==> src/hdl/sdspi_pkg.sv <==
// ----------------------------------------------------------------------------
// sdspi_pkg
// Shared types and constants for the SD SPI-mode host sequencer.
// ----------------------------------------------------------------------------
package sdspi_pkg;

  localparam int BLOCK_BYTES = 512;
  localparam int BC_W = $clog2(BLOCK_BYTES + 1);

  typedef enum logic [1:0] {
    FN_REQ  = 2'd0,
    FN_RX   = 2'd1,
    FN_DATA = 2'd2,
    FN_NONE = 2'd3
  } func_t;

  typedef enum logic [1:0] {
    OP_INIT  = 2'd0,
    OP_READ  = 2'd1,
    OP_WRITE = 2'd2,
    OP_BAD   = 2'd3
  } op_t;

  typedef enum logic [1:0] {
    CFG_R1_POLL  = 2'd0,
    CFG_INIT_RTY = 2'd1,
    CFG_ACMD_RTY = 2'd2,
    CFG_WR_RESP  = 2'd3
  } cfg_idx_t;

  typedef struct packed {
    logic [15:0] r1_poll;
    logic [15:0] init_rty;
    logic [15:0] acmd_rty;
    logic [15:0] wr_resp;
  } cfg_t;

  typedef struct packed {
    logic [1:0]  func;
    logic [1:0]  op;
    logic [31:0] sector;
    logic [15:0] block_count;
    logic [7:0]  rx_byte;
    logic [7:0]  data_byte;
  } item_t;

  typedef struct packed {
    logic       tx_valid;
    logic [7:0] tx_byte;
    logic       select_low;
    logic       need_data;
    logic       rd_valid;
    logic [7:0] rd_byte;
    logic       done_res;
    logic       status;
  } res_t;

endpackage

==> src/hdl/sdspi_cfg_regs.sv <==
// ----------------------------------------------------------------------------
// sdspi_cfg_regs
// Limit registers written through the configuration channel.
// ----------------------------------------------------------------------------
module sdspi_cfg_regs (
  input  logic                clk,
  input  logic                rst_n,
  input  logic                cfg_valid,
  input  logic [1:0]          cfg_index,
  input  logic [15:0]         cfg_data,
  output sdspi_pkg::cfg_t     cfg
);

  sdspi_pkg::cfg_t cfg_r;

  always_ff @(posedge clk) begin
    if (!rst_n) begin
      cfg_r.r1_poll  <= 16'd4095;
      cfg_r.init_rty <= 16'd255;
      cfg_r.acmd_rty <= 16'd4095;
      cfg_r.wr_resp  <= 16'd4095;
    end else if (cfg_valid) begin
      case (sdspi_pkg::cfg_idx_t'(cfg_index))
        sdspi_pkg::CFG_R1_POLL:  cfg_r.r1_poll  <= cfg_data;
        sdspi_pkg::CFG_INIT_RTY: cfg_r.init_rty <= cfg_data;
        sdspi_pkg::CFG_ACMD_RTY: cfg_r.acmd_rty <= cfg_data;
        sdspi_pkg::CFG_WR_RESP:  cfg_r.wr_resp  <= cfg_data;
        default: ;
      endcase
    end
  end

  assign cfg = cfg_r;

endmodule

==> src/hdl/sdspi_seq_core.sv <==
// ----------------------------------------------------------------------------
// sdspi_seq_core
// Sequencer state and next-byte decision; one item per enabled cycle.
// ----------------------------------------------------------------------------
module sdspi_seq_core (
  input  logic              clk,
  input  logic              rst_n,
  input  logic              en,
  input  sdspi_pkg::item_t  item,
  input  sdspi_pkg::cfg_t   cfg,
  output sdspi_pkg::res_t   res
);

  typedef enum logic [4:0] {
    PH_IDLE, PH_DUMMY, PH_FRAME, PH_R1, PH_REST, PH_END, PH_RD_TOKEN, PH_RD_DATA,
    PH_RD_CRC, PH_WR_PRE, PH_WR_TOKEN, PH_WR_NEED, PH_WR_DATA, PH_WR_CRC,
    PH_WR_RESP, PH_WR_BUSY, PH_WR_STOP, PH_WR_STOPBUSY
  } phase_t;

  typedef enum logic [3:0] {
    ST_CMD0, ST_CMD8, ST_OCR1, ST_CMD55, ST_ACMD41, ST_OCR2, ST_CMD16, ST_RDCMD,
    ST_RDTAIL, ST_RDSTOP, ST_RDLAST, ST_WRCMD, ST_WREND, ST_FAILEND
  } step_t;

  phase_t phase_r, phase_nxt;
  step_t  step_r, step_nxt;
  logic [3:0]  fidx_r, fidx_nxt;
  logic [15:0] poll_r, poll_nxt, rty_r, rty_nxt, blk_r, blk_nxt;
  logic [sdspi_pkg::BC_W-1:0] bcnt_r, bcnt_nxt;
  logic [31:0] arg_r, arg_nxt;
  logic [7:0]  rsp_r [4];
  logic [7:0]  rsp_nxt [4];
  logic        multi_r, multi_nxt, stdcap_r, stdcap_nxt;
  logic [7:0]  r1_r, r1_nxt;

  logic       txv, rdv, done, stat;
  logic [7:0] tx, rd;

  function automatic logic [15:0] eff(input logic [15:0] v);
    return (v == 16'd0) ? 16'd1 : v;
  endfunction

  function automatic logic [5:0] cmd_idx(input step_t s, input logic m);
    case (s)
      ST_CMD8:           return 6'd8;
      ST_OCR1, ST_OCR2:  return 6'd58;
      ST_CMD55:          return 6'd55;
      ST_ACMD41:         return 6'd41;
      ST_CMD16:          return 6'd16;
      ST_RDCMD:          return m ? 6'd18 : 6'd17;
      ST_RDSTOP:         return 6'd12;
      ST_WRCMD:          return m ? 6'd25 : 6'd24;
      default:           return 6'd0;
    endcase
  endfunction

  function automatic logic [7:0] fbyte(input logic [3:0] i, input step_t s, input logic m,
                                       input logic [31:0] a);
    case (i)
      4'd0:    return 8'h40 | {2'b00, cmd_idx(s, m)};
      4'd1:    return a[31:24];
      4'd2:    return a[23:16];
      4'd3:    return a[15:8];
      4'd4:    return a[7:0];
      default: return (s == ST_CMD0) ? 8'h95 : ((s == ST_CMD8) ? 8'h87 : 8'h00);
    endcase
  endfunction

  always_comb begin
    logic [7:0] rx;
    logic [15:0] pc;
    phase_nxt = phase_r; step_nxt = step_r; fidx_nxt = fidx_r; poll_nxt = poll_r;
    rty_nxt = rty_r; blk_nxt = blk_r; bcnt_nxt = bcnt_r; arg_nxt = arg_r;
    rsp_nxt = rsp_r; multi_nxt = multi_r; stdcap_nxt = stdcap_r; r1_nxt = r1_r;
    txv = 1'b0; tx = 8'h00; rdv = 1'b0; rd = 8'h00; done = 1'b0; stat = 1'b0;
    rx = item.rx_byte;
    pc = poll_r + 16'd1;

    // start_cmd / send / finish helpers written inline in the case arms below
    case (sdspi_pkg::func_t'(item.func))
      sdspi_pkg::FN_REQ: begin
        if (phase_r == PH_IDLE) begin
          case (sdspi_pkg::op_t'(item.op))
            sdspi_pkg::OP_INIT: begin
              rty_nxt = '0; bcnt_nxt = '0; phase_nxt = PH_DUMMY; txv = 1'b1; tx = 8'hFF;
            end
            sdspi_pkg::OP_READ, sdspi_pkg::OP_WRITE: begin
              blk_nxt = item.block_count;
              multi_nxt = (item.block_count != 16'd1);
              step_nxt = (item.op == sdspi_pkg::OP_READ) ? ST_RDCMD : ST_WRCMD;
              arg_nxt = item.sector; fidx_nxt = '0; phase_nxt = PH_FRAME; txv = 1'b1;
              tx = fbyte(4'd0, step_nxt, multi_nxt, arg_nxt);
            end
            default: begin
              phase_nxt = PH_IDLE; done = 1'b1; stat = 1'b1;
            end
          endcase
        end
      end
      sdspi_pkg::FN_DATA: begin
        if (phase_r == PH_WR_NEED) begin
          phase_nxt = PH_WR_DATA; txv = 1'b1; tx = item.data_byte;
        end
      end
      sdspi_pkg::FN_RX: begin
        txv = 1'b1; tx = 8'hFF;
        case (phase_r)
          PH_DUMMY: begin
            bcnt_nxt = bcnt_r + 1'b1;
            if (bcnt_nxt >= sdspi_pkg::BC_W'(10)) begin
              rty_nxt = '0; step_nxt = ST_CMD0; arg_nxt = '0; fidx_nxt = '0;
              phase_nxt = PH_FRAME; tx = fbyte(4'd0, ST_CMD0, multi_r, 32'd0);
            end
          end
          PH_FRAME: begin
            fidx_nxt = fidx_r + 4'd1;
            if (fidx_nxt < 4'd6) tx = fbyte(fidx_nxt, step_r, multi_r, arg_r);
            else begin poll_nxt = '0; phase_nxt = PH_R1; end
          end
          PH_R1: begin
            poll_nxt = pc;
            if (rx != 8'hFF || pc >= eff(cfg.r1_poll)) begin
              r1_nxt = rx;
              case (step_r)
                ST_RDCMD: begin
                  if (rx != 8'h00) begin step_nxt = ST_FAILEND; phase_nxt = PH_END; end
                  else if (blk_r != 16'd0) begin poll_nxt = '0; phase_nxt = PH_RD_TOKEN; end
                  else begin step_nxt = ST_RDTAIL; phase_nxt = PH_END; end
                end
                ST_WRCMD: begin
                  if (rx != 8'h00) begin step_nxt = ST_FAILEND; phase_nxt = PH_END; end
                  else if (blk_r != 16'd0) phase_nxt = PH_WR_PRE;
                  else begin phase_nxt = PH_WR_STOP; tx = 8'hFD; end
                end
                ST_CMD8, ST_OCR1, ST_OCR2: begin fidx_nxt = '0; phase_nxt = PH_REST; end
                default: phase_nxt = PH_END;
              endcase
            end
          end
          PH_REST: begin
            rsp_nxt[fidx_r[1:0]] = rx;
            fidx_nxt = fidx_r + 4'd1;
            if (fidx_nxt >= 4'd4) phase_nxt = PH_END;
          end
          PH_END: begin
            logic do_rty, do_start;
            logic [15:0] lim;
            step_t ns, rs;
            logic [31:0] na, ra;
            do_rty = 1'b0; do_start = 1'b0; lim = 16'd1;
            ns = ST_CMD0; rs = ST_CMD0; na = '0; ra = '0;
            txv = 1'b0; tx = 8'h00;
            case (step_r)
              ST_CMD0: if (r1_r == 8'h01) begin rty_nxt = '0; do_start = 1'b1; ns = ST_CMD8;
                na = 32'h01AA; end else begin do_rty = 1'b1; lim = cfg.init_rty; end
              ST_CMD8: if (r1_r == 8'h01 && rsp_r[2][3:0] == 4'h1 && rsp_r[3] == 8'hAA) begin
                rty_nxt = '0; do_start = 1'b1; ns = ST_OCR1; end
                else begin done = 1'b1; stat = 1'b1; end
              ST_OCR1: if (r1_r == 8'h01 && rsp_r[1][4:0] != 5'd0 && rsp_r[2][7]) begin
                rty_nxt = '0; do_start = 1'b1; ns = ST_CMD55; end
                else begin do_rty = 1'b1; lim = cfg.init_rty; rs = ST_OCR1; end
              ST_CMD55: if (r1_r != 8'h01) begin done = 1'b1; stat = 1'b1; end
                else begin do_start = 1'b1; ns = ST_ACMD41; na = 32'h40000000; end
              ST_ACMD41: if (r1_r == 8'h00) begin rty_nxt = '0; do_start = 1'b1; ns = ST_OCR2; end
                else begin do_rty = 1'b1; lim = cfg.acmd_rty; rs = ST_CMD55; end
              ST_OCR2: if (r1_r == 8'h00) begin
                  if (rsp_r[0][6]) begin stdcap_nxt = 1'b0; done = 1'b1; end
                  else begin rty_nxt = '0; do_start = 1'b1; ns = ST_CMD16;
                    na = 32'(sdspi_pkg::BLOCK_BYTES); end
                end else begin do_rty = 1'b1; lim = cfg.init_rty; rs = ST_OCR2; end
              ST_CMD16: if (r1_r == 8'h00) begin stdcap_nxt = 1'b1; done = 1'b1; end
                else begin do_rty = 1'b1; lim = cfg.init_rty; rs = ST_CMD16;
                  ra = 32'(sdspi_pkg::BLOCK_BYTES); end
              ST_RDTAIL: if (multi_r) begin do_start = 1'b1; ns = ST_RDSTOP; end
                else begin done = 1'b1; stat = (blk_r != 16'd0); end
              ST_RDSTOP: begin step_nxt = ST_RDLAST; phase_nxt = PH_END; txv = 1'b1;
                tx = 8'hFF; end
              ST_RDLAST: begin done = 1'b1; stat = (blk_r != 16'd0); end
              ST_WREND: done = 1'b1;
              default: begin done = 1'b1; stat = 1'b1; end
            endcase
            if (do_rty) begin
              rty_nxt = rty_r + 16'd1;
              if (rty_nxt >= eff(lim)) begin done = 1'b1; stat = 1'b1; end
              else begin do_start = 1'b1; ns = rs; na = ra; end
            end
            if (done) phase_nxt = PH_IDLE;
            if (do_start) begin
              step_nxt = ns; arg_nxt = na; fidx_nxt = '0; phase_nxt = PH_FRAME;
              txv = 1'b1; tx = fbyte(4'd0, ns, multi_r, na);
            end
          end
          PH_RD_TOKEN: begin
            poll_nxt = pc;
            if (rx == 8'hFE) begin bcnt_nxt = '0; phase_nxt = PH_RD_DATA; end
            else if (rx == 8'hFF && pc < eff(cfg.r1_poll)) phase_nxt = PH_RD_TOKEN;
            else begin step_nxt = ST_RDTAIL; phase_nxt = PH_END; end
          end
          PH_RD_DATA: begin
            rdv = 1'b1; rd = rx;
            bcnt_nxt = bcnt_r + 1'b1;
            if (bcnt_nxt >= sdspi_pkg::BC_W'(sdspi_pkg::BLOCK_BYTES)) begin
              fidx_nxt = '0; phase_nxt = PH_RD_CRC;
            end
          end
          PH_RD_CRC: begin
            fidx_nxt = fidx_r + 4'd1;
            if (fidx_nxt >= 4'd2) begin
              blk_nxt = blk_r - 16'd1;
              if (blk_nxt != 16'd0) begin poll_nxt = '0; phase_nxt = PH_RD_TOKEN; end
              else begin step_nxt = ST_RDTAIL; phase_nxt = PH_END; end
            end
          end
          PH_WR_PRE: begin phase_nxt = PH_WR_TOKEN; tx = multi_r ? 8'hFC : 8'hFE; end
          PH_WR_TOKEN: begin bcnt_nxt = '0; phase_nxt = PH_WR_NEED; txv = 1'b0; tx = 8'h00; end
          PH_WR_DATA: begin
            bcnt_nxt = bcnt_r + 1'b1;
            if (bcnt_nxt >= sdspi_pkg::BC_W'(sdspi_pkg::BLOCK_BYTES)) begin
              fidx_nxt = '0; phase_nxt = PH_WR_CRC;
            end else begin phase_nxt = PH_WR_NEED; txv = 1'b0; tx = 8'h00; end
          end
          PH_WR_CRC: begin
            fidx_nxt = fidx_r + 4'd1;
            if (fidx_nxt >= 4'd2) begin poll_nxt = '0; phase_nxt = PH_WR_RESP; end
          end
          PH_WR_RESP: begin
            poll_nxt = pc;
            if (rx[4:0] == 5'h05) phase_nxt = PH_WR_BUSY;
            else if (pc >= eff(cfg.wr_resp)) begin step_nxt = ST_FAILEND; phase_nxt = PH_END; end
          end
          PH_WR_BUSY: begin
            if (rx == 8'hFF) begin
              blk_nxt = blk_r - 16'd1;
              if (blk_nxt != 16'd0) phase_nxt = PH_WR_PRE;
              else if (multi_r) begin phase_nxt = PH_WR_STOP; tx = 8'hFD; end
              else begin step_nxt = ST_WREND; phase_nxt = PH_END; end
            end
          end
          PH_WR_STOP: phase_nxt = PH_WR_STOPBUSY;
          PH_WR_STOPBUSY: begin
            if (rx == 8'hFF) begin step_nxt = ST_WREND; phase_nxt = PH_END; end
          end
          default: begin txv = 1'b0; tx = 8'h00; end
        endcase
      end
      default: ;
    endcase
  end

  always_ff @(posedge clk) begin
    if (!rst_n) begin
      phase_r <= PH_IDLE; step_r <= ST_CMD0; fidx_r <= '0; poll_r <= '0; rty_r <= '0;
      blk_r <= '0; bcnt_r <= '0; arg_r <= '0; multi_r <= 1'b0; stdcap_r <= 1'b0;
      r1_r <= '0;
      for (int i = 0; i < 4; i++) rsp_r[i] <= '0;
    end else if (en) begin
      phase_r <= phase_nxt; step_r <= step_nxt; fidx_r <= fidx_nxt; poll_r <= poll_nxt;
      rty_r <= rty_nxt; blk_r <= blk_nxt; bcnt_r <= bcnt_nxt; arg_r <= arg_nxt;
      multi_r <= multi_nxt; stdcap_r <= stdcap_nxt; r1_r <= r1_nxt;
      for (int i = 0; i < 4; i++) rsp_r[i] <= rsp_nxt[i];
    end
  end

  always_comb begin
    res.tx_valid   = txv;
    res.tx_byte    = tx;
    res.select_low = (phase_nxt != PH_IDLE) && (phase_nxt != PH_DUMMY) &&
                     (phase_nxt != PH_END);
    res.need_data  = (phase_nxt == PH_WR_NEED);
    res.rd_valid   = rdv;
    res.rd_byte    = rd;
    res.done_res   = done;
    res.status     = stat;
  end

  // capacity flag is held as card state only; no port reports it
  logic unused_stdcap;
  assign unused_stdcap = stdcap_r;

  a_done_idle: assert property (@(posedge clk) disable iff (!rst_n)
    (en && res.done_res) |=> (phase_r == PH_IDLE)) else $error("done without idle");
  a_rd_phase: assert property (@(posedge clk) disable iff (!rst_n)
    (en && res.rd_valid) |-> (phase_r == PH_RD_DATA)) else $error("read byte out of phase");
  a_need_notx: assert property (@(posedge clk) disable iff (!rst_n)
    (en && res.need_data) |-> !res.done_res) else $error("need_data with done");
  a_status: assert property (@(posedge clk) disable iff (!rst_n)
    res.status |-> res.done_res) else $error("status without done");

endmodule

==> src/hdl/sd_spi_host_sequencer_top.sv <==
// One item is one SPI byte exchange: a request, a byte returned from the card, or a
// write payload byte. Each accepted beat yields exactly one result beat, decided
// combinationally by the sequencer core; a new beat is taken every cycle while the output
// register is free or being drained. A beat passes the input register, core, output register.
// ----------------------------------------------------------------------------
// sd_spi_host_sequencer_top
// SD card SPI-mode host sequencer: input register, core, output register.
// ----------------------------------------------------------------------------
module sd_spi_host_sequencer_top (
  input  logic        clk,
  input  logic        rst_n,
  input  logic        in_valid,
  output logic        in_stall,
  input  logic [1:0]  in_func,
  input  logic [1:0]  in_op,
  input  logic [31:0] in_sector,
  input  logic [15:0] in_block_count,
  input  logic [7:0]  in_rx_byte,
  input  logic [7:0]  in_data_byte,
  output logic        out_valid,
  input  logic        out_stall,
  output logic        out_tx_valid,
  output logic [7:0]  out_tx_byte,
  output logic        out_select_low,
  output logic        out_need_data,
  output logic        out_rd_valid,
  output logic [7:0]  out_rd_byte,
  output logic        out_done_res,
  output logic        out_status,
  input  logic        cfg_valid,
  output logic        cfg_ready,
  input  logic [1:0]  cfg_index,
  input  logic [15:0] cfg_data
);

  sdspi_pkg::cfg_t  cfg;
  sdspi_pkg::item_t in_r;
  sdspi_pkg::res_t  res, out_r;
  logic             inv_r, outv_r, adv;

  assign cfg_ready = 1'b1;

  sdspi_cfg_regs u_cfg (
    .clk(clk), .rst_n(rst_n), .cfg_valid(cfg_valid), .cfg_index(cfg_index),
    .cfg_data(cfg_data), .cfg(cfg)
  );

  // stage 1 moves into the output register when it is empty or draining
  assign adv      = inv_r && (!outv_r || !out_stall);
  assign in_stall = inv_r && !adv;

  always_ff @(posedge clk) begin
    if (!rst_n) begin
      inv_r <= 1'b0;
    end else if (!in_stall) begin
      inv_r <= in_valid;
    end
  end

  always_ff @(posedge clk) begin
    if (!in_stall && in_valid) begin
      in_r <= '{in_func, in_op, in_sector, in_block_count, in_rx_byte, in_data_byte};
    end
  end

  sdspi_seq_core u_core (
    .clk(clk), .rst_n(rst_n), .en(adv), .item(in_r), .cfg(cfg), .res(res)
  );

  always_ff @(posedge clk) begin
    if (!rst_n) begin
      outv_r <= 1'b0;
    end else if (adv) begin
      outv_r <= 1'b1;
    end else if (!out_stall) begin
      outv_r <= 1'b0;
    end
  end

  always_ff @(posedge clk) begin
    if (adv) out_r <= res;
  end

  assign out_valid      = outv_r;
  assign out_tx_valid   = out_r.tx_valid;
  assign out_tx_byte    = out_r.tx_byte;
  assign out_select_low = out_r.select_low;
  assign out_need_data  = out_r.need_data;
  assign out_rd_valid   = out_r.rd_valid;
  assign out_rd_byte    = out_r.rd_byte;
  assign out_done_res   = out_r.done_res;
  assign out_status     = out_r.status;

endmodule

==> config.mk <==
export PLATFORM = sky130hd
export DESIGN_NAME = sd_spi_host_sequencer_top
export DESIGN_NICKNAME = d
export VERILOG_FILES = /design/src/hdl/sdspi_pkg.sv /design/src/hdl/sdspi_cfg_regs.sv /design/src/hdl/sdspi_seq_core.sv /design/src/hdl/sd_spi_host_sequencer_top.sv
export SDC_FILE = /design/constraint.sdc
export NUM_CORES = 1
export LEC_CHECK = 0
export ABC_CLOCK_PERIOD_IN_PS = 4400
export BUFFER_PORTS_ARGS = -buffer_cell sky130_fd_sc_hd__buf_2
export CAP_MARGIN = 40
export CORE_ASPECT_RATIO = 0.5
export CORE_MARGIN = 2
export CORE_UTILIZATION = 50
export DETAILED_ROUTE_END_ITERATION = 8
export GPL_TIMING_DRIVEN = 0
export PLACE_DENSITY = 0.7
export SLEW_MARGIN = 20
export SYNTH_ARGS = -nofsm -noshare
export SYNTH_HDL_FRONTEND = slang
export SYNTH_SLANG_ARGS = --single-unit
==> constraint.sdc <==
create_clock -name clk -period 4.4 [get_ports clk]
set_input_delay 0.88 -clock clk [delete_from_list [all_inputs] [get_ports clk]]
set_output_delay 0.88 -clock clk [all_outputs]
set_load 0.02 [all_outputs]
Yosys cells after proc, flatten, opt, wreduce, memory -nomap -nowiden
Index checks and enable logic that the tools add are counted.
{ "op_classes": {"reduce_logical": 65, "eq_ne": 110, "div_mod_pow": 0, "add_sub_neg": 5, "bitwise": 1, "shifts": 0, "n_lt_le_gt_ge": 11, "n_mul": 0, "mux": 218} }
{ "op_table": {"columns": ["op", "count"], "rows": [
  ["two-way mux 16 bit", 31],
  ["two-way mux 32 bit", 8],
  ["case mux 16 bit (5 select lines)", 2],
  ["case mux 6 bit (8 select lines)", 3],
  ["two-way mux 4 bit", 32],
  ["case mux 16 bit (2 select lines)", 4],
  ["case mux 32 bit (2 select lines)", 2],
  ["two-way mux 8 bit", 15],
  ["two-way mux 5 bit", 22],
  ["case mux 32 bit (3 select lines)", 1],
  ["case mux 5 bit (16 select lines)", 1],
  ["case mux 16 bit (4 select lines)", 1],
  ["case mux 8 bit (8 select lines)", 1],
  ["== test 4 x 3 -> 1 bit, second input constant", 13],
  ["two-way mux 10 bit", 5],
  ["greater-or-equal comparator 16 bit", 3],
  ["logical NOT 16 bit", 3],
  ["== test 5 x 4 -> 1 bit, second input constant", 9],
  ["two-way mux 1 bit", 45],
  ["case mux 8 bit (5 select lines)", 1],
  ["== test 4 bit, second input constant", 9],
  ["adder 16 x 1 -> 16 bit, second input constant", 2],
  ["bitwise mux 32 bit", 1],
  ["== test 4 x 2 -> 1 bit, second input constant", 8],
  ["84 further kinds", 188]
]} }
{ "totals": {"regBits": 300, "input_bits": 91, "ram_bits": 0, "latch_bits": 0, "rom_bits": 0, "mem_count": 0, "elab_cells": 444} }

Logic depth before layout (Yosys ltp)
Gate-level depths: netlist of run 1.
{ "depth": {"depth_word": 21, "depth_mapped": 23} }

Modules after synthesis
From an unflattened synthesis of run 1, not the netlist that was laid out.
{ "unflattened": {"cells_unflattened": 1929, "hier_area_um2": 16717.3} }
{ "by_module_without_submodules": {"columns": ["mod", "cells_each", "instances", "area_each_um2", "seq_area_each_um2"], "rows": [
  ["sdspi_seq_core", 1594, 1, 11402.2, 2622.5],
  ["sd_spi_host_sequencer_top", 100, 1, 2797.7, 2742.6],
  ["sdspi_cfg_regs", 235, 1, 2517.4, 1281.2]
]} }

Worst setup path before layout of run 1
No wires, ideal clock.
{ "synth_timing": {"path_kind": "input -> register", "start": "input out_stall", "end": "register in_r[0] in the netlist's numbering, enable pin", "setup_slack_ns": -0.278, "t_arrival_ns": 4.177, "setup_ns": 0.501, "cell_stages": 2, "required_time_ns": 3.899, "path_cell_list": "and3_1 > nor2b_1"} }
{ "synth_via": {"elab_chain_cells": 7} }
{ "synth_lines": {"columns": ["element", "line_no", "text"], "rows": [
  ["start: declaration", "sd_spi_host_sequencer_top.sv:21", "input logic out_stall,"],
  ["logical NOT 1 bit", null, null],
  ["logical OR 1 bit", "sd_spi_host_sequencer_top.sv:49", "assign adv = inv_r && (!outv_r || !out_stall);"],
  ["logical AND 1 bit", "sd_spi_host_sequencer_top.sv:49", null],
  ["logical NOT 1 bit", "sd_spi_host_sequencer_top.sv:50", "assign in_stall = inv_r && !adv;"],
  ["logical AND 1 bit", "sd_spi_host_sequencer_top.sv:50", null],
  ["logical NOT 1 bit", "sd_spi_host_sequencer_top.sv:61", "if (!in_stall && in_valid) begin"],
  ["logical AND 1 bit", "sd_spi_host_sequencer_top.sv:61", null],
  ["end signal: assignment", "sd_spi_host_sequencer_top.sv:62", "in_r <= '{in_func, in_op, in_sector, in_block_count, in_rx_byte, in_data_byte};"],
  ["end: declaration", "sd_spi_host_sequencer_top.sv:37", "sdspi_pkg::item_t in_r;"]
]} }
No other way between the ends.
A chain may end at the register's enable or synchronous reset.

Final worst setup path of run 1
{ "layout_timing": {"start": "register u_core.step_r[1]", "end": "register u_core.arg_r[21]"} }
{ "layout_via": {"elab_chain_cells": 14, "elab_cells_between_ends": 32, "cone_classes": "1 x order compare; 8 x eq/ne; 18 x mux; 5 x reduce/logical"} }
{ "layout_lines": {"columns": ["element", "line_no", "text"], "rows": [
  ["start: declaration", "sdspi_seq_core.sv:26", "step_t step_r, step_nxt;"],
  ["start signal: assignment", "sdspi_seq_core.sv:257", "phase_r <= phase_nxt; step_r <= step_nxt; fidx_r <= fidx_nxt; poll_r <= poll_nxt;"],
  ["== test 4 x 3 -> 1 bit", "sdspi_seq_core.sv:153", "case (step_r)"],
  ["OR reduction 2 bit (no source line)", null, null],
  ["case mux 16 bit (4 select lines)", "sdspi_seq_core.sv:153", null],
  ["two-way mux 16 bit", "sdspi_seq_core.sv:107", "case (phase_r)"],
  ["two-way mux 16 bit", "sdspi_seq_core.sv:80", "case (sdspi_pkg::func_t'(item.func))"],
  ["logical NOT 16 bit", "sdspi_seq_core.sv:40", "return (v == 16'd0) ? 16'd1 : v;"],
  ["two-way mux 16 bit", "sdspi_seq_core.sv:40", null],
  ["greater-or-equal comparator 16 bit", "sdspi_seq_core.sv:184", "if (rty_nxt >= eff(lim)) begin done = 1'b1; stat = 1'b1; end"],
  ["two-way mux 1 bit", "sdspi_seq_core.sv:184", null],
  ["two-way mux 1 bit", "sdspi_seq_core.sv:182", "if (do_rty) begin"],
  ["two-way mux 1 bit", "sdspi_seq_core.sv:107", null],
  ["two-way mux 1 bit", "sdspi_seq_core.sv:80", null],
  ["!= test 3 x 2 -> 1 bit (no source line)", null, null],
  ["AND reduction 7 bit (no source line)", null, null],
  ["end signal: assignment", "sdspi_seq_core.sv:258", "rty_r <= rty_nxt; blk_r <= blk_nxt; bcnt_r <= bcnt_nxt; arg_r <= arg_nxt;"],
  ["end: declaration", "sdspi_seq_core.sv:30", "logic [31:0] arg_r, arg_nxt;"]
]} }
Several ways; a longest one is shown, not always the timed one. The select of a mux whose other input is x is not followed.

==> flow_summary.toml, run 1 <==
[logic_synthesis]
synth_compound_gate_area_share_pct = 20.5
ys_top_cells_by_count = "nand2_1 (265), dfxtp_1 (197), a21oi_1 (176)"
yosysMostFrequentCell = "nand2_1"
synth_seq_cells = 287
synth_edf_count = 90
netlist_area_mm2 = 0.0159
synth_top_area_share_pct = 24.8
synthMuxAreaShare_pct = 1.02
synthXorXnorAreaFrac_pct = 1.93
yosys_warnings = 0
ys_types = 95
yosysSeqAreaShare_pct = 41.8
async_flop_share_pct = 0
synth_top_family_by_area = "simple AND/OR/NAND/NOR gates"
syn-num-nets = 2040
synthAdderAreaFrac_pct = 5.12
avgSynthCellArea_um2 = 8.43
syn_inst = 1884
synth_area_leaders = "dfxtp_1 (25%), edfxtp_1 (17%), nand2_1 (6.3%), a21oi_1 (5.5%), ha_1 (5.1%)"
synth-simple-area-share_pct = 25.3
synth-main-ff-cell = "dfxtp_1"
synth_top_cell_by_area = "dfxtp_1"

[placed_design]
place.gp.congestion = 1.03
port_buffers = 113
dp_hpwl_um = 39700
post_dp_cell_area_mm2 = 0.0172
post-place-ws_ns = -1.47

[floorplanning]
die_w_um = 256
placement_rows = 46
initial_core_util_pct = 50.5
coreArea_mm2 = 0.0315
io_pins = 116
die_area_mm2 = 0.0333
die_h_um = 130

[global_routing]
grt_pass1_vias = 14445
grt_pass1_wl_um = 84000
grt_overflow_total = 0
antenna_found_initial = 1
grtUsageTotal_pct = 32.3
grt_max_degree = 23

[setup_path]
crit_fanout = 10
cp_data_arrival_time_ns = 5.28
ff2ff_path_depth = 23
reg2reg_slack_ns = -0.39
cp-end-kind = "flip-flop"
crit_path_start_kind = "flip-flop"
path_class = "reg2reg"
required_ns = 4.89

[sta]
tightest_slew_ns = 0.934
timing.final.ws_setup_ns = -0.390
hold_viol_final = 0
rsz0062_at_grt = "true"
period_needed_ns = 4.79
finalClockSkew_ns = 0.0302
final-setup-viol-count = 52
slew_violations = 0
period_share_pct = 109
fmax_mhz = 209
relSlewSlack_pct = 37.7

[final_layout]
fill_cells = 2756
syn2layout_area_growth_pct = 23.0
fin_util_pct = 62.1
drive_above_1_share_pct = 21.6
regArea_mm2 = 0.00665
multiInputGateArea_mm2 = 0.00946
fin_nets = 2239
final_area_mm2 = 0.0195
n_antenna_cell = 0

[route]
routedWlPerCell_um = 22.0
route.detailed.drc = 0
drtIter0Drc = 1781
via_count = 15727
drtPass1Iterations = 6
drt_wl_total_um = 55800
ant_nets = 0
via_per_inst = 6.21

[cts]
clkTransAtPathRegs_ns = 0.07
htree_num_levels = 1
root_buffer = "clkbuf_16"
clock_latency_ns = 0.57
clkSinkCount = 287
ctsHoldBuffers = 0
cts_tree = "yes"
numCtsBuffers = 26
clockBufferDepth = 3

[run]
drv_cap = 0

[pwr]
max-vdd-ir-drop_uv = 265
cellPowerDensity_mw_per_mm2 = 312
total_power_mw = 6.10
p_leak_nw = 7.46

[worst_hold_path]
worstHoldPathType = "reg2reg"
hold_path_depth = 2

[status]
outcome = "complete, but fails checks"
violations = "negative setup slack"
-- stage by stage --
step,std cells,setup TNS [ns],hold slack (ns)
after floorplan,1884,-0.0198,0.431
after global placement,2429,-66.45,0.439
after detailed placement,2438,-68.45,0.448
after CTS,2517,-7.34,0.457
after global routing,2534,-19.94,0.474
final,2534,-15.49,0.458
-- worst max-delay path: stages, from the launching register on --
cell and delay, ns:
dfxtp_1 0.42, inv_2 0.15, clkbuf_4 0.22, nor2_1 0.09, o21ai_2 0.21, nand2_4 0.14
a22oi_1 0.34, nand4_1 0.15, or4_4 0.56, o2111ai_2 0.08, ha_1 0.26, nor2_1 0.09
a21oi_1 0.08, o31ai_1 0.22, o211ai_1 0.26, buf_4 0.24, o2111ai_4 0.21, nand2b_4 0.17
and3_4 0.20, buf_12 0.13, buf_12 0.11, buf_8 0.12, nand3_2 0.07, a21oi_2 0.17
-- sequential cells by signal, indices dropped and copies added (netlist names) --
name,count
u_core.phase_r,5
u_core.arg_r,32
out_rd_valid,1
out_tx_byte,8
out_status,1
out_rd_byte,8
u_core.rsp_r,19
out_valid,1
out_select_low,1
out_tx_valid,1
u_core.r1_r,8
u_core.poll_r,16
u_core.bcnt_r,10
u_cfg.cfg,64
in_r,68
u_core.multi_r,1
u_core.step_r,4
inv_r,1
u_core.blk_r,16
out_done_res,1
out_need_data,1
u_core.fidx_r,4
u_core.rty_r,16
-- path summary, 6_finish.rpt --
| check | from | end |
|---|---|---|
| worst min-delay path | u_core.rsp_r[19] | u_core.rsp_r[19] |
| worst max register to register | u_core.step_r[1] | u_core.arg_r[21] |
| worst max-delay path | u_core.step_r[1] | u_core.arg_r[21] |
| worst min register to register | u_core.rsp_r[19] | u_core.rsp_r[19] |
-- placed cells by master, fill, tap and decap left out, types with 24 or more instances in the layout --
cell	count
a21oi_2	27
buf_2	133
nor2_1	154
inv_1	51
o21ai_0	77
clkbuf_16	30
buf_4	27
edfxtp_1	90
o211ai_1	34
a21oi_1	149
clkbuf_1	67
nor3_1	42
nand2_1	243
ha_1	63
dfxtp_1	192
nand3_2	24
nand4_1	26
nand3_1	87
-- layer usage --
layer | wire [µm] | track usage [%] | share of wire (%)
met3 | 5220 | 8.06 | 9.4
met1 | 24400 | 44.3 | 44
met4 | 1740 | 9.91 | 3.1
met5 | 0 | 0 | 0
met2 | 24400 | 50.6 | 44
-- cell type report --
| cell class | count | share of cell area [%] |
|---|---|---|
| Multi-Input combinational cell | 1430 | 48.4 |
| Inverter | 54 | 1.05 |
| Timing Repair Buffer | 177 | 6.45 |
| Buffer | 107 | 2.75 |
| Clock inverter | 15 | 0.704 |
| Clock buffer | 32 | 3.87 |
| Tap cell | 432 | 2.77 |
| Sequential cell | 287 | 34.0 |
-- report_power, final --
group / internal [mW] / switching, mW
logic: 0.288 / 0.518
clock network: 1.34 / 1.07
registers: 2.83 / 0.0639
-- kinds of logic after synthesis --
| family | count (synthesis) |
|---|---|
| other | 1 |
| XOR/XNOR | 35 |
| AND/OR/NAND/NOR | 808 |
| AO/OA/AOI/OAI | 505 |
| adder cells (fa/ha/maj) | 65 |
| buffers and inverters | 167 |
| multiplexers | 16 |
| flip-flops | 287 |
-- repair_timing --
| item | 4_1_cts | 5_1_grt |
|---|---|---|
| gates cloned | 6 | 0 |
| endpoints found under the setup margin | 63 | 55 |
| gates resized for setup | 194 | 61 |
| buffers inserted | 31 | 12 |
| pin swaps | 89 | 47 |
No activity file was read; power rests on OpenSTA's default activity.
==> inputs of run 2 (changes only) <==
CORE_UTILIZATION = 55   (was 50)
PLACE_DENSITY = 0.76   (was 0.7)
SETUP_SLACK_MARGIN = 0.5   (was unset)
SLEW_MARGIN = unset   (was 20)
==> run 2 against run 1 <==
The run still ends with negative setup slack left; via count grew 2.6%; register-to-register slack gained 0.07 ns; flip-flop and latch count unchanged; utilization up 8.3 points; die area down 8.9%; clock skew fell by 0.014 ns; non-clock buffer count increased by 16; wire length decreased by 1.4%; final cell count shrank 1.3%; hold slack got worse by 0.0036 ns; sequential share of layout area is 0.27 points lower; largest cell class unchanged.
==> flow_summary.toml, run 2 (synthesis results as in run 1) <==
[status]
outcome = "complete, but fails checks"
violations = "negative setup slack"

[setup_path]
cp-end-kind = "flip-flop"
crit_path_start_kind = "flip-flop"
crit_fanout = 8
required_ns = 4.87
path_class = "reg2reg"
cp_data_arrival_time_ns = 5.19

[floorplanning]
die_w_um = 244
die_h_um = 124
placement_rows = 43
coreArea_mm2 = 0.0280
io_pins = 116
initial_core_util_pct = 56.7
die_area_mm2 = 0.0303

[global_routing]
grt_pass1_wl_um = 82500
grt_overflow_total = 0
grtUsageTotal_pct = 34.9
antenna_found_initial = 0
grt_max_degree = 34
grt_pass1_vias = 14785

[pwr]
combPwrFrac_pct = 13.0
switchingPower_mw = 1.67
clkPwrFrac_pct = 40.1
switching_share_pct = 27.1
cellPowerDensity_mw_per_mm2 = 312
p_leak_nw = 7.53
total_power_mw = 6.15
max-vdd-ir-drop_uv = 278
power_frac_seq_pct = 46.9
internal_power_mw = 4.49

[final_layout]
instances_no_fill = 2501
fill_cells = 2205
fin_nets = 2255
syn2layout_area_growth_pct = 24.2
n_antenna_cell = 0
drive_above_1_share_pct = 22.8
fin_util_pct = 70.4
final_cell_mix = "nand2_1 (248), dfxtp_1 (187), nor2_1 (153)"
largest_reg_flops = 68
final_common_cell = "nand2_1"
top_register = "in_r"

[sta]
fmax_mhz = 212
final-setup-viol-count = 51
slew_violations = 0
finalClockSkew_ns = 0.0162
hold_viol_final = 0
relSlewSlack_pct = 31.9
rsz0062_at_grt = "true"
timing.final.ws_setup_ns = -0.321
tightest_slew_ns = 1.02
period_needed_ns = 4.72
period_share_pct = 107
finalSetupTns_ns = -11.69

[route]
drt_wl_total_um = 55000
routedWlPerCell_um = 22.0
via_count = 16138
via_per_inst = 6.45
drtIter0Drc = 2034
ant_nets = 0
drtPass1Iterations = 8
route.detailed.drc = 0

[cts]
htree_num_levels = 1
numCtsBuffers = 26
root_buffer = "clkbuf_16"
clkSinkCount = 287
cts_tree = "yes"
clock_latency_ns = 0.56
clkTransAtPathRegs_ns = 0.07
clockBufferDepth = 3

[placed_design]
dp_hpwl_um = 38200
port_buffers = 113
dp_cells = 2392
place.gp.congestion = 1.03

[worst_hold_path]
worstHoldPathType = "reg2reg"

[run]
drv_cap = 0
==> run 2: changes by cell type in the layout (fill, tap and decap cells not counted), sizes merged <==
cell / before / now
buf: 208 / 221
bufinv: 2 / 4
clkbuf: 108 / 110
clkinv: 9 / 11
inv: 53 / 51
clkdlybuf4s18: 0 / 1
clkinvlp: 5 / 4
==> run 2: critical path, cell delays in order, from the launching register on <==
cell,delay (ns)
dfxtp_2,0.34
nor4_4,0.34
and3b_1,0.22
buf_6,0.13
nor2_4,0.05
o21ai_4,0.08
nand2_4,0.13
buf_4,0.16
a22oi_1,0.33
nand4_1,0.14
or4_4,0.46
o2111ai_2,0.08
ha_1,0.27
nor2_2,0.10
a21oi_2,0.07
o31ai_2,0.22
o211ai_1,0.14
buf_4,0.20
o2111ai_4,0.22
nand2b_4,0.17
and3_4,0.19
buf_12,0.16
clkbuf_16,0.16
nand3_2,0.07
a21oi_2,0.17
==> run 2: power groups by stage <==
stage                     Combinational [mW]  Clock [mW]  Sequential [mW]
after floorplan                        0.428           0             2.94
after global placement                 0.665           0             2.95
after detailed placement               0.684           0             2.94
after CTS                              0.738        2.47             2.89
after global routing                   0.851        2.58             2.89
final                                  0.800        2.47             2.89
==> run 2: per-layer routing <==
metal / part of all wire, % / vias up / GRT usage, %
met4: 3.3 / 0 / 12.0
met2: 42 / 903 / 52.5
li1: - / 7349 / -
met3: 11 / 160 / 7.41
met1: 43 / 7726 / 49.8
met5: 0 / - / 0
==> run 2: area by class of cell <==
cell class,count,area [µm²],area share (%)
multi-input cells,1430,9610,48.7
flip-flops and latches,287,6660,33.8
repair buffers,187,1290,6.56
inverters,54,204,1.03
clock buffers,32,704,3.57
well taps,382,478,2.42
plain buffers,113,589,2.99
clock inverters,16,195,0.989
==> run 2: stage by stage <==
step                worst slack [ns]  cell area [µm²]  hold WS, ns
global placement               -1.10            17300        0.441
detailed placement            -0.814            17400        0.444
CTS                           -0.249            19100        0.453
global route                  -0.551            19700        0.471
floorplan                      0.169            16200        0.431
finish                        -0.321            19700        0.455
==> run 2: worst paths after layout <==
check / start / end / slack, ns / depth (start not counted)
hold / removal: u_core.rsp_r[20] / u_core.rsp_r[20] / 0.45 / 2
setup / recovery: u_core.r1_r[4] / u_core.arg_r[12] / -0.32 / 24
setup reg to reg: u_core.r1_r[4] / u_core.arg_r[12] / -0.32 / 24
hold reg to reg: u_core.rsp_r[20] / u_core.rsp_r[20] / 0.45 / 2
==> run 2: what timing repair did <==
item	4_1_cts	5_1_grt
setup endpoints to repair	64	79
buffers inserted	30	22
pin swaps	43	52
hold buffers	0	0
gates cloned	5	2
resized for setup	109	97
